===== src/hdl/lzmt_pkg.sv =====
// ----------------------------------------------------------------------------
// lzmt_pkg
// Shared types and constants for the lidar zone minimum tracker: register
// indexes, zone numbering, fixed zone geometry and the configuration record.
// ----------------------------------------------------------------------------
package lzmt_pkg;

   // Field widths
   localparam int COORD_W = 16;
   localparam int DIST_W  = 16;
   localparam int CNT_OUT_W = 10;
   localparam int CSR_IDX_W = 3;
   localparam int CSR_DATA_W = 16;
   localparam int NUM_ZONES = 7;

   // Fixed geometry of corner and side zones (mm)
   localparam int CORNER_BACKWARD_MM = 100;
   localparam int CORNER_LATERAL_MM  = 100;
   localparam int SIDE_LATERAL_MM    = 100;

   // Zone numbering (bit positions in the hit vector)
   localparam int ZONE_CONTACT    = 0;
   localparam int ZONE_FRONT      = 1;
   localparam int ZONE_REAR       = 2;
   localparam int ZONE_REAR_LEFT  = 3;
   localparam int ZONE_REAR_RIGHT = 4;
   localparam int ZONE_LEFT       = 5;
   localparam int ZONE_RIGHT      = 6;

   // Register indexes
   typedef enum logic [CSR_IDX_W-1:0] {
      CSR_IGNORE_NEAR     = 3'd0,
      CSR_CONTACT_FORWARD = 3'd1,
      CSR_CONTACT_HALF_W  = 3'd2,
      CSR_FRONT_FORWARD   = 3'd3,
      CSR_FRONT_HALF_W    = 3'd4,
      CSR_REAR_BACKWARD   = 3'd5,
      CSR_REAR_HALF_W     = 3'd6,
      CSR_SIDE_FORWARD    = 3'd7
   } csr_index_type;

   // Configuration record
   typedef struct packed {
      logic [14:0] ignore_near_mm;
      logic [15:0] contact_forward_mm;     // signed
      logic [14:0] contact_half_width_mm;
      logic [15:0] front_forward_mm;       // signed
      logic [14:0] front_half_width_mm;
      logic [14:0] rear_backward_mm;
      logic [14:0] rear_half_width_mm;
      logic [15:0] side_forward_mm;        // signed
   } cfg_type;

   // Zone membership of one point; contact lands on bit 0
   typedef struct packed {
      logic right;
      logic left;
      logic back_right;
      logic back_left;
      logic rear;
      logic front;
      logic contact;
   } zone_hit_type;

   // One registered input item
   typedef struct packed {
      logic              has_point;
      logic              point_valid;
      logic [COORD_W-1:0] x_mm;
      logic [COORD_W-1:0] y_mm;
      logic [DIST_W-1:0]  range_mm;
      logic              end_of_scan;
   } point_type;

endpackage


===== src/hdl/lzmt_req_if.sv =====
// ----------------------------------------------------------------------------
// lzmt_req_if
// Point channel: valid/ready handshake with one lidar point as payload.
// ----------------------------------------------------------------------------
interface lzmt_req_if;
   logic        valid;
   logic        ready;
   logic        has_point;
   logic        point_valid;
   logic [15:0] x_mm;
   logic [15:0] y_mm;
   logic [15:0] range_mm;
   logic        end_of_scan;

   modport source (
      output valid, has_point, point_valid, x_mm, y_mm, range_mm, end_of_scan,
      input  ready
   );
   modport sink (
      input  valid, has_point, point_valid, x_mm, y_mm, range_mm, end_of_scan,
      output ready
   );
endinterface


===== src/hdl/lzmt_rsp_if.sv =====
// ----------------------------------------------------------------------------
// lzmt_rsp_if
// Scan result channel: valid/ready handshake with per-scan zone minima.
// ----------------------------------------------------------------------------
interface lzmt_rsp_if;
   logic        valid;
   logic        ready;
   logic [15:0] contact_near_mm;
   logic [15:0] front_near_mm;
   logic [15:0] rear_near_mm;
   logic [15:0] back_left_near_mm;
   logic [15:0] back_right_near_mm;
   logic [15:0] left_near_mm;
   logic [15:0] right_near_mm;
   logic [15:0] prior_left_min_mm;
   logic [15:0] prior_right_min_mm;
   logic [9:0]  valid_points;
   logic [9:0]  scan_points;
   logic        scan_seen;

   modport source (
      output valid, contact_near_mm, front_near_mm, rear_near_mm, back_left_near_mm,
             back_right_near_mm, left_near_mm, right_near_mm, prior_left_min_mm,
             prior_right_min_mm, valid_points, scan_points, scan_seen,
      input  ready
   );
   modport sink (
      input  valid, contact_near_mm, front_near_mm, rear_near_mm, back_left_near_mm,
             back_right_near_mm, left_near_mm, right_near_mm, prior_left_min_mm,
             prior_right_min_mm, valid_points, scan_points, scan_seen,
      output ready
   );
endinterface


===== src/hdl/lzmt_zone_classify.sv =====
// ----------------------------------------------------------------------------
// lzmt_zone_classify
// Combinational zone test of one point against the configured and fixed
// zone boundaries. Front wins over rear, rear-left over rear-right and
// left over right; contact is independent.
// ----------------------------------------------------------------------------
module lzmt_zone_classify (
   input  lzmt_pkg::cfg_type      cfg,
   input  logic [15:0]            x_mm,
   input  logic [15:0]            y_mm,
   output lzmt_pkg::zone_hit_type hits
);
   import lzmt_pkg::*;

   // Comparisons run at 18 bits so that |y| and negated limits never wrap
   localparam logic signed [17:0] CORNER_X_MAX = -$signed(18'(CORNER_BACKWARD_MM));
   localparam logic signed [17:0] CORNER_Y_MIN = $signed(18'(CORNER_LATERAL_MM));
   localparam logic signed [17:0] CORNER_Y_MAX = -$signed(18'(CORNER_LATERAL_MM));
   localparam logic signed [17:0] SIDE_Y_MIN   = $signed(18'(SIDE_LATERAL_MM));
   localparam logic signed [17:0] SIDE_Y_MAX   = -$signed(18'(SIDE_LATERAL_MM));

   logic signed [17:0] xs;
   logic signed [17:0] ys;
   logic signed [17:0] ay;
   logic signed [17:0] contact_x;
   logic signed [17:0] front_x;
   logic signed [17:0] side_x;
   logic signed [17:0] rear_x;
   logic signed [17:0] contact_hw;
   logic signed [17:0] front_hw;
   logic signed [17:0] rear_hw;
   logic               corner_x_ok;
   logic               side_x_ok;

   // Sign-extend coordinates and limits
   assign xs         = $signed({{2{x_mm[15]}}, x_mm});
   assign ys         = $signed({{2{y_mm[15]}}, y_mm});
   assign ay         = y_mm[15] ? -ys : ys;
   assign contact_x  = $signed({{2{cfg.contact_forward_mm[15]}}, cfg.contact_forward_mm});
   assign front_x    = $signed({{2{cfg.front_forward_mm[15]}}, cfg.front_forward_mm});
   assign side_x     = $signed({{2{cfg.side_forward_mm[15]}}, cfg.side_forward_mm});
   assign rear_x     = -$signed({3'b000, cfg.rear_backward_mm});
   assign contact_hw = $signed({3'b000, cfg.contact_half_width_mm});
   assign front_hw   = $signed({3'b000, cfg.front_half_width_mm});
   assign rear_hw    = $signed({3'b000, cfg.rear_half_width_mm});

   assign corner_x_ok = (xs <= CORNER_X_MAX);
   assign side_x_ok   = (xs >= side_x);

   // Zone membership with priorities
   always_comb begin
      hits.contact    = (xs >= contact_x) && (ay <= contact_hw);
      hits.front      = (xs >= front_x) && (ay <= front_hw);
      hits.rear       = !hits.front && (xs <= rear_x) && (ay <= rear_hw);
      hits.back_left  = corner_x_ok && (ys >= CORNER_Y_MIN);
      hits.back_right = !hits.back_left && corner_x_ok && (ys <= CORNER_Y_MAX);
      hits.left       = side_x_ok && (ys >= SIDE_Y_MIN);
      hits.right      = !hits.left && side_x_ok && (ys <= SIDE_Y_MAX);
   end

endmodule


===== src/hdl/lidar_zone_minimum_tracker_core.sv =====
// ----------------------------------------------------------------------------
// lidar_zone_minimum_tracker_core
// Sorts a stream of lidar points into seven zones, keeps the nearest
// non-zero distance per zone and reports one result per scan.
// ----------------------------------------------------------------------------
// Takes one point per clock. A transfer on req_chan lands in an input
// register; the next cycle classifies it, updates the seven zone minima and
// the two saturating counters, and on the end-of-scan item loads the result
// register and clears the scan state. rsp_chan is driven straight from the
// result register. The only stall comes from the result
// register: an end-of-scan item waits in the input register while an earlier
// result has not been taken, and req_chan.ready drops for that time. Points
// that do not end a scan never wait on rsp_chan. Configuration writes take
// effect on the next cycle and are meant to happen while no item is in flight.
// ----------------------------------------------------------------------------
module lidar_zone_minimum_tracker_core #(
   parameter int MAX_SCAN_POINTS = 512
) (
   input  logic                           clock,
   input  logic                           reset,
   input  logic                           csr_wr_en,
   input  logic [lzmt_pkg::CSR_IDX_W-1:0] csr_index,
   input  logic [lzmt_pkg::CSR_DATA_W-1:0] csr_wr_data,
   lzmt_req_if.sink                       req_chan,
   lzmt_rsp_if.source                     rsp_chan
);
   import lzmt_pkg::*;

   localparam int CNT_W = $clog2(MAX_SCAN_POINTS + 1);
   localparam logic [CNT_W-1:0] CNT_MAX = CNT_W'(MAX_SCAN_POINTS);

   // Configuration
   cfg_type cfg_ff;

   // Input stage
   logic      in_valid_ff;
   point_type in_ff;
   logic      accept;
   logic      fire;

   // Scan state
   logic [DIST_W-1:0] zone_min_ff  [NUM_ZONES];
   logic [DIST_W-1:0] zone_min_in  [NUM_ZONES];
   logic [DIST_W-1:0] last_left_ff;
   logic [DIST_W-1:0] last_right_ff;
   logic [CNT_W-1:0]  valid_cnt_ff;
   logic [CNT_W-1:0]  valid_cnt_in;
   logic [CNT_W-1:0]  point_cnt_ff;
   logic [CNT_W-1:0]  point_cnt_in;

   // Result stage
   logic                  rsp_valid_ff;
   logic [DIST_W-1:0]     rsp_min_ff [NUM_ZONES];
   logic [DIST_W-1:0]     rsp_prior_left_ff;
   logic [DIST_W-1:0]     rsp_prior_right_ff;
   logic [CNT_OUT_W-1:0]  rsp_valid_pts_ff;
   logic [CNT_OUT_W-1:0]  rsp_scan_pts_ff;
   logic                  rsp_have_ff;
   logic                  out_free;

   // Point processing
   zone_hit_type           hits;
   logic [NUM_ZONES-1:0]   hit_vec;
   logic                   use_point;
   logic [CNT_W+CNT_OUT_W-1:0] valid_cnt_ext;
   logic [CNT_W+CNT_OUT_W-1:0] point_cnt_ext;

   // Configuration register writes
   always_ff @(posedge clock) begin
      if (reset) begin
         cfg_ff.ignore_near_mm        <= 15'd50;
         cfg_ff.contact_forward_mm    <= 16'd0;
         cfg_ff.contact_half_width_mm <= 15'd150;
         cfg_ff.front_forward_mm      <= 16'd0;
         cfg_ff.front_half_width_mm   <= 15'd200;
         cfg_ff.rear_backward_mm      <= 15'd0;
         cfg_ff.rear_half_width_mm    <= 15'd200;
         cfg_ff.side_forward_mm       <= 16'd0;
      end else if (csr_wr_en) begin
         unique case (csr_index_type'(csr_index))
            CSR_IGNORE_NEAR:     cfg_ff.ignore_near_mm        <= csr_wr_data[14:0];
            CSR_CONTACT_FORWARD: cfg_ff.contact_forward_mm    <= csr_wr_data;
            CSR_CONTACT_HALF_W:  cfg_ff.contact_half_width_mm <= csr_wr_data[14:0];
            CSR_FRONT_FORWARD:   cfg_ff.front_forward_mm      <= csr_wr_data;
            CSR_FRONT_HALF_W:    cfg_ff.front_half_width_mm   <= csr_wr_data[14:0];
            CSR_REAR_BACKWARD:   cfg_ff.rear_backward_mm      <= csr_wr_data[14:0];
            CSR_REAR_HALF_W:     cfg_ff.rear_half_width_mm    <= csr_wr_data[14:0];
            CSR_SIDE_FORWARD:    cfg_ff.side_forward_mm       <= csr_wr_data;
            default: ;
         endcase
      end
   end

   // Handshake: an end-of-scan item needs a free result register
   assign out_free       = !rsp_valid_ff || rsp_chan.ready;
   assign fire           = in_valid_ff && (!in_ff.end_of_scan || out_free);
   assign req_chan.ready = !in_valid_ff || fire;
   assign accept         = req_chan.valid && req_chan.ready;

   // Input register
   always_ff @(posedge clock) begin
      if (reset) begin
         in_valid_ff <= 1'b0;
      end else if (req_chan.ready) begin
         in_valid_ff <= req_chan.valid;
      end
   end

   always_ff @(posedge clock) begin
      if (accept) begin
         in_ff.has_point   <= req_chan.has_point;
         in_ff.point_valid <= req_chan.point_valid;
         in_ff.x_mm        <= req_chan.x_mm;
         in_ff.y_mm        <= req_chan.y_mm;
         in_ff.range_mm    <= req_chan.range_mm;
         in_ff.end_of_scan <= req_chan.end_of_scan;
      end
   end

   // Zone classification
   lzmt_zone_classify u_classify (
      .cfg  (cfg_ff),
      .x_mm (in_ff.x_mm),
      .y_mm (in_ff.y_mm),
      .hits (hits)
   );

   assign hit_vec   = hits;
   assign use_point = in_ff.has_point && in_ff.point_valid &&
                      (in_ff.range_mm >= {1'b0, cfg_ff.ignore_near_mm}) &&
                      (in_ff.range_mm != '0);

   // Running minima and saturating counts including the current point
   always_comb begin
      for (int z = 0; z < NUM_ZONES; z++) begin
         zone_min_in[z] = zone_min_ff[z];
         if (use_point && hit_vec[z] &&
             ((zone_min_ff[z] == '0) || (in_ff.range_mm < zone_min_ff[z]))) begin
            zone_min_in[z] = in_ff.range_mm;
         end
      end
      point_cnt_in = point_cnt_ff;
      valid_cnt_in = valid_cnt_ff;
      if (in_ff.has_point) begin
         if (point_cnt_ff < CNT_MAX) begin
            point_cnt_in = point_cnt_ff + 1'b1;
         end
         if (in_ff.point_valid && (valid_cnt_ff < CNT_MAX)) begin
            valid_cnt_in = valid_cnt_ff + 1'b1;
         end
      end
   end

   assign valid_cnt_ext = (CNT_W + CNT_OUT_W)'(valid_cnt_in);
   assign point_cnt_ext = (CNT_W + CNT_OUT_W)'(point_cnt_in);

   // Scan state: accumulate, clear after the end-of-scan item
   always_ff @(posedge clock) begin
      if (reset) begin
         for (int z = 0; z < NUM_ZONES; z++) begin
            zone_min_ff[z] <= '0;
         end
         last_left_ff  <= '0;
         last_right_ff <= '0;
         valid_cnt_ff  <= '0;
         point_cnt_ff  <= '0;
      end else if (fire) begin
         if (in_ff.end_of_scan) begin
            for (int z = 0; z < NUM_ZONES; z++) begin
               zone_min_ff[z] <= '0;
            end
            last_left_ff  <= zone_min_in[ZONE_LEFT];
            last_right_ff <= zone_min_in[ZONE_RIGHT];
            valid_cnt_ff  <= '0;
            point_cnt_ff  <= '0;
         end else begin
            for (int z = 0; z < NUM_ZONES; z++) begin
               zone_min_ff[z] <= zone_min_in[z];
            end
            valid_cnt_ff <= valid_cnt_in;
            point_cnt_ff <= point_cnt_in;
         end
      end
   end

   // Result register
   always_ff @(posedge clock) begin
      if (reset) begin
         rsp_valid_ff <= 1'b0;
      end else if (fire && in_ff.end_of_scan) begin
         rsp_valid_ff <= 1'b1;
      end else if (rsp_chan.ready) begin
         rsp_valid_ff <= 1'b0;
      end
   end

   always_ff @(posedge clock) begin
      if (fire && in_ff.end_of_scan) begin
         for (int z = 0; z < NUM_ZONES; z++) begin
            rsp_min_ff[z] <= zone_min_in[z];
         end
         rsp_prior_left_ff  <= last_left_ff;
         rsp_prior_right_ff <= last_right_ff;
         rsp_valid_pts_ff   <= valid_cnt_ext[CNT_OUT_W-1:0];
         rsp_scan_pts_ff    <= point_cnt_ext[CNT_OUT_W-1:0];
         rsp_have_ff        <= (valid_cnt_in != '0);
      end
   end

   // Result channel
   assign rsp_chan.valid              = rsp_valid_ff;
   assign rsp_chan.contact_near_mm    = rsp_min_ff[ZONE_CONTACT];
   assign rsp_chan.front_near_mm      = rsp_min_ff[ZONE_FRONT];
   assign rsp_chan.rear_near_mm       = rsp_min_ff[ZONE_REAR];
   assign rsp_chan.back_left_near_mm  = rsp_min_ff[ZONE_REAR_LEFT];
   assign rsp_chan.back_right_near_mm = rsp_min_ff[ZONE_REAR_RIGHT];
   assign rsp_chan.left_near_mm       = rsp_min_ff[ZONE_LEFT];
   assign rsp_chan.right_near_mm      = rsp_min_ff[ZONE_RIGHT];
   assign rsp_chan.prior_left_min_mm  = rsp_prior_left_ff;
   assign rsp_chan.prior_right_min_mm = rsp_prior_right_ff;
   assign rsp_chan.valid_points       = rsp_valid_pts_ff;
   assign rsp_chan.scan_points        = rsp_scan_pts_ff;
   assign rsp_chan.scan_seen          = rsp_have_ff;

endmodule


===== src/flat_wrapper.sv =====
// flat-port wrapper written by rule: the top's interface ports become plain ports
module lidar_zone_minimum_tracker_core_flat import lzmt_pkg::*;
#(
   parameter int MAX_SCAN_POINTS = 512
)
  (clock, reset, csr_wr_en, csr_index, csr_wr_data, req_chan_valid, req_chan_has_point, req_chan_point_valid, req_chan_x_mm, req_chan_y_mm, req_chan_range_mm, req_chan_end_of_scan, req_chan_ready, rsp_chan_valid, rsp_chan_contact_near_mm, rsp_chan_front_near_mm, rsp_chan_rear_near_mm, rsp_chan_back_left_near_mm, rsp_chan_back_right_near_mm, rsp_chan_left_near_mm, rsp_chan_right_near_mm, rsp_chan_prior_left_min_mm, rsp_chan_prior_right_min_mm, rsp_chan_valid_points, rsp_chan_scan_points, rsp_chan_scan_seen, rsp_chan_ready);
  lzmt_req_if req_chan_i ();
  lzmt_rsp_if rsp_chan_i ();
  input  logic clock;
  input  logic reset;
  input  logic csr_wr_en;
  input  logic [lzmt_pkg::CSR_IDX_W-1:0] csr_index;
  input  logic [lzmt_pkg::CSR_DATA_W-1:0] csr_wr_data;
  input wire logic [$bits(req_chan_i.valid)-1:0] req_chan_valid;
  input wire logic [$bits(req_chan_i.has_point)-1:0] req_chan_has_point;
  input wire logic [$bits(req_chan_i.point_valid)-1:0] req_chan_point_valid;
  input wire logic [$bits(req_chan_i.x_mm)-1:0] req_chan_x_mm;
  input wire logic [$bits(req_chan_i.y_mm)-1:0] req_chan_y_mm;
  input wire logic [$bits(req_chan_i.range_mm)-1:0] req_chan_range_mm;
  input wire logic [$bits(req_chan_i.end_of_scan)-1:0] req_chan_end_of_scan;
  output wire logic [$bits(req_chan_i.ready)-1:0] req_chan_ready;
  output wire logic [$bits(rsp_chan_i.valid)-1:0] rsp_chan_valid;
  output wire logic [$bits(rsp_chan_i.contact_near_mm)-1:0] rsp_chan_contact_near_mm;
  output wire logic [$bits(rsp_chan_i.front_near_mm)-1:0] rsp_chan_front_near_mm;
  output wire logic [$bits(rsp_chan_i.rear_near_mm)-1:0] rsp_chan_rear_near_mm;
  output wire logic [$bits(rsp_chan_i.back_left_near_mm)-1:0] rsp_chan_back_left_near_mm;
  output wire logic [$bits(rsp_chan_i.back_right_near_mm)-1:0] rsp_chan_back_right_near_mm;
  output wire logic [$bits(rsp_chan_i.left_near_mm)-1:0] rsp_chan_left_near_mm;
  output wire logic [$bits(rsp_chan_i.right_near_mm)-1:0] rsp_chan_right_near_mm;
  output wire logic [$bits(rsp_chan_i.prior_left_min_mm)-1:0] rsp_chan_prior_left_min_mm;
  output wire logic [$bits(rsp_chan_i.prior_right_min_mm)-1:0] rsp_chan_prior_right_min_mm;
  output wire logic [$bits(rsp_chan_i.valid_points)-1:0] rsp_chan_valid_points;
  output wire logic [$bits(rsp_chan_i.scan_points)-1:0] rsp_chan_scan_points;
  output wire logic [$bits(rsp_chan_i.scan_seen)-1:0] rsp_chan_scan_seen;
  input wire logic [$bits(rsp_chan_i.ready)-1:0] rsp_chan_ready;
  assign req_chan_i.valid = req_chan_valid;
  assign req_chan_i.has_point = req_chan_has_point;
  assign req_chan_i.point_valid = req_chan_point_valid;
  assign req_chan_i.x_mm = req_chan_x_mm;
  assign req_chan_i.y_mm = req_chan_y_mm;
  assign req_chan_i.range_mm = req_chan_range_mm;
  assign req_chan_i.end_of_scan = req_chan_end_of_scan;
  assign req_chan_ready = req_chan_i.ready;
  assign rsp_chan_valid = rsp_chan_i.valid;
  assign rsp_chan_contact_near_mm = rsp_chan_i.contact_near_mm;
  assign rsp_chan_front_near_mm = rsp_chan_i.front_near_mm;
  assign rsp_chan_rear_near_mm = rsp_chan_i.rear_near_mm;
  assign rsp_chan_back_left_near_mm = rsp_chan_i.back_left_near_mm;
  assign rsp_chan_back_right_near_mm = rsp_chan_i.back_right_near_mm;
  assign rsp_chan_left_near_mm = rsp_chan_i.left_near_mm;
  assign rsp_chan_right_near_mm = rsp_chan_i.right_near_mm;
  assign rsp_chan_prior_left_min_mm = rsp_chan_i.prior_left_min_mm;
  assign rsp_chan_prior_right_min_mm = rsp_chan_i.prior_right_min_mm;
  assign rsp_chan_valid_points = rsp_chan_i.valid_points;
  assign rsp_chan_scan_points = rsp_chan_i.scan_points;
  assign rsp_chan_scan_seen = rsp_chan_i.scan_seen;
  assign rsp_chan_i.ready = rsp_chan_ready;
  lidar_zone_minimum_tracker_core #(.MAX_SCAN_POINTS(MAX_SCAN_POINTS)) u_core (.clock(clock), .reset(reset), .csr_wr_en(csr_wr_en), .csr_index(csr_index), .csr_wr_data(csr_wr_data), .req_chan(req_chan_i), .rsp_chan(rsp_chan_i));
endmodule

===== config.mk =====
export PLATFORM = sky130hd
export DESIGN_NAME = lidar_zone_minimum_tracker_core_flat
export DESIGN_NICKNAME = d
export VERILOG_FILES = /design/src/hdl/lzmt_pkg.sv /design/src/hdl/lzmt_req_if.sv /design/src/hdl/lzmt_rsp_if.sv /design/src/hdl/lzmt_zone_classify.sv /design/src/hdl/lidar_zone_minimum_tracker_core.sv /design/src/flat_wrapper.sv
export SDC_FILE = /design/constraint.sdc
export NUM_CORES = 1
export LEC_CHECK = 0
export ABC_AREA = 0
export BUFFER_PORTS_ARGS = -buffer_cell sky130_fd_sc_hd__buf_2
export CORE_MARGIN = 1.5
export CORE_UTILIZATION = 48
export CTS_CLUSTER_SIZE = 10
export DETAILED_ROUTE_END_ITERATION = 10
export PLACE_DENSITY = 0.67
export SETUP_SLACK_MARGIN = 0.2
export SLEW_MARGIN = 5
export SYNTH_ARGS = -nofsm -noshare
export SYNTH_HDL_FRONTEND = slang
export SYNTH_SLANG_ARGS = --single-unit

===== constraint.sdc =====
create_clock -name clock -period 21.6 [get_ports clock]
set_clock_uncertainty 0.2 [all_clocks]
set_input_delay 3.24 -clock clock [delete_from_list [all_inputs] [get_ports clock]]
set_output_delay 3.24 -clock clock [all_outputs]
set_load 0.02 [all_outputs]

==> impl_metrics.env <==
export IMPL_portBuffers=241
export IMPL_cp_buffers_inverters=2
export IMPL_yosys_warnings=0
export IMPL_die_x_um=235
export IMPL_slowest_stage="nor2b_1"
export IMPL_yosys_register_bits=505
export IMPL_core_area_mm2=0.0530
export IMPL_post_cts_setup_buffer_count=0
export IMPL_nNetsFinal=2987
export IMPL_synth_compound_area_share_pct=10.9
export IMPL_drtIter0Drc=1356
export IMPL_drc=0
export IMPL_synth_cells=2460
export IMPL_routed_top_layer="met4"
export IMPL_crit_type="in2out"
export IMPL_route_met2_wl_um=30700
export IMPL_cts_hold_buf=0
export IMPL_root_buffer="clkbuf_16"
export IMPL_fillers=4564
export IMPL_antenna_left=0
export IMPL_hpwl_um=45900
export IMPL_netSwitchingFraction_pct=25.6
export IMPL_p_per_area_mw_per_mm2=77.1
export IMPL_p_leak_nw=11.6
export IMPL_synthMuxAreaShare_pct=5.42
export IMPL_final_cell_mix="339 x nand2_1, 312 x edfxtp_1, 263 x inv_1, 240 x buf_2, 235 x ha_1"
export IMPL_drive_above_1_share_pct=16.9
export IMPL_clk_pin_slew_ns=0.05
export IMPL_grt_max_degree=100
export IMPL_p_total_mw=2.26
export IMPL_cap_violations=0
export IMPL_end_kind="output port"
export IMPL_drt_first_pass_iters=8
export IMPL_pwr_share_seq_pct=48.1
export IMPL_cts_sinks=505
export IMPL_status="finished clean"
export IMPL_multiInputGateArea_mm2=0.0111
export IMPL_grt_usage_pct=24.4
export IMPL_final_cell_area_mm2=0.0293
export IMPL_yosysSeqAreaShare_pct=51.1
export IMPL_viasPerCell=5.58
export IMPL_ir_drop_v=0.0000575
export IMPL_drt_met1_wl_um=29600
export IMPL_cp_cell_sequence="buf_2 > nor2b_1 > nand3_1 > buf_2"
export IMPL_p_int_mw=1.68
export IMPL_comb_power_share_pct=11.5
export IMPL_placed_area_mm2=0.0276
export IMPL_p_sw_mw=0.580
export IMPL_hold_path_class="reg2reg"
export IMPL_globalplace_congestion=0.878
export IMPL_drv_slew=0
export IMPL_hold_viol_final=0
export IMPL_crit_family="simple AND/OR/NAND/NOR gates"
export IMPL_synth_xor_area_share_pct=1.42
export IMPL_overflow=0
export IMPL_ys_async_sr_fraction_pct=0
export IMPL_synth_fa_ha_area_share_pct=11.4
export IMPL_critPathRequiredTime_ns=18.16
export IMPL_grt_pass1_vias=18900
export IMPL_die_h_um=235
export IMPL_synth_flop_cell="edfxtp_1"
export IMPL_initial_core_util_pct=48.9
export IMPL_area_growth_pct=13.4
export IMPL_fin_crit_sh_pct=35.1
export IMPL_routedWlPerCell_um=20.0
export IMPL_cts_tree="done"
export IMPL_cts_htree_levels=2
export IMPL_critPathMaxStageDelay_ns=0.45
export IMPL_timing_hold_ws_ns=0.229
export IMPL_syn_cell_area_mm2=0.0259
export IMPL_num_vias=19000
export IMPL_startpoint_type="primary input"
export IMPL_numCtsBuffers=58
export IMPL_cp_common_cell="buf_2"
export IMPL_tightest_slew_ns=1.18
export IMPL_min_period_ns=7.59
export IMPL_die_area_mm2=0.0553
export IMPL_row_count=84
export IMPL_setup_viol=0
export IMPL_mostFrequentLayoutCell="nand2_1"
export IMPL_rsz0062_at_grt="no"
export IMPL_ys_types=83
export IMPL_avgSynthCellArea_um2=10.5
export IMPL_max_freq_mhz=132
export IMPL_ff_latch_area_mm2=0.0132
export IMPL_grt_pass1_wl_um=106000
export IMPL_clock_latency_ns=0.62
export IMPL_clk_path_buf_depth=3
export IMPL_met3_length_um=5240
export IMPL_relSlewSlack_pct=20.8
export IMPL_arrival_ns=4.15
export IMPL_synth_edf_count=312
export IMPL_io_pins=242
export IMPL_path_max_fanout=6
export IMPL_grt_antenna_before_repair=3
export IMPL_synth_top_family_by_area="simple AND/OR/NAND/NOR gates"
export IMPL_fin_tns_setup_ns=0
export IMPL_clkPwrFrac_pct=40.4
export IMPL_wirelength_um=68300
export IMPL_post_cts_resized=0
export IMPL_utilization_pct=55.4
export IMPL_syn_nets=2770
export IMPL_synthSimpleGateAreaFrac_pct=13.4
[synthesized netlist by cell type (19+ instances only)]
cell        n  area share [%]
a211oi_1   54             1.6
nor3_1     19            0.37
edfxtp_1  312              36
inv_1     264             3.8
xnor2_1    31             1.0
o21ai_0    73             1.4
dfxtp_1   193              15
mux2_4     29             1.7
nor4_1     44             1.1
and2_1     48             1.2
a21oi_1   179             3.5
mux2i_1    40             1.5
nor2_1    139             2.0
nand3_1    35            0.68
ha_1      235              11
nand2_1   339             4.9
nand4_1    47             1.1
clkbuf_1   70             1.0
mux2_2     37             1.6
a21o_1     21            0.61
a31oi_1    22            0.53
[final cells by class]
type	count	share of cell area (%)
tap	688	2.93
antenna	3	0.0256
timing repair buffer	274	4.96
clock inverter	3	0.149
clock buffer	102	5.75
multi-input combinational	1574	37.7
sequential	505	45.1
inverter	264	3.38
[layer usage]
| metal | vias up | global-route usage (%) |
|---|---|---|
| met5 | - | 0 |
| li1 | 9123 | - |
| met3 | 169 | 5.48 |
| met4 | 0 | 10.5 |
| met2 | 631 | 38.4 |
| met1 | 9109 | 32.3 |
[sequential cells by signal (all words and copies together) (netlist names), 10 cells and up]
name and count:
u_core.in_ff 51, u_core.rsp_min_ff 112, u_core.valid_cnt_ff 10, u_core.rsp_chan.valid_points 10
u_core.last_right_ff 16, u_core.cfg_ff 123, u_core.zone_min_ff 112, u_core.rsp_chan.prior_left_min_mm 16
u_core.last_left_ff 16, u_core.point_cnt_ff 10, u_core.rsp_chan.prior_right_min_mm 16, u_core.rsp_chan.scan_points 10
[stage by stage]
stage / std cells / setup WS (ns)
after floorplan: 2460 / 12.51
after global placement: 3305 / 14.02
after detailed placement: 3305 / 14.00
after CTS: 3410 / 14.01
after global routing: 3412 / 13.92
final: 3413 / 14.01
[worst paths after layout]
path,slack (ns),start,endpoint,cells after the start
setup / recovery,14.01,rsp_chan_ready,req_chan_ready,4
hold / removal,0.23,u_core.last_right_ff[0]$_SDFFE_PP0P_,u_core.rsp_chan.prior_right_min_mm[0]$_DFFE_PP_,0
setup reg to reg,16.55,u_core.in_ff[19]$_DFFE_PP_,u_core.zone_min_ff[0][3]$_SDFFCE_PN0P_,13
hold reg to reg,0.23,u_core.last_right_ff[0]$_SDFFE_PP0P_,u_core.rsp_chan.prior_right_min_mm[0]$_DFFE_PP_,0
[power groups by stage]
stage | Combinational [mW] | Clock (mW) | Sequential, mW
global route | 0.288 | 0.970 | 1.09
finish | 0.259 | 0.914 | 1.09
floorplan | 0.164 | 0 | 1.12
CTS | 0.258 | 0.933 | 1.09
global placement | 0.245 | 0 | 1.11
detailed placement | 0.256 | 0 | 1.11
[cell families after synthesis]
group	count (synthesis)
mux	117
xor+xnor	42
fa+ha+maj	235
simple gates	740
buf+inv	381
flops	505
compound gates	440
Note: power is estimated with default switching activity, not from simulation.
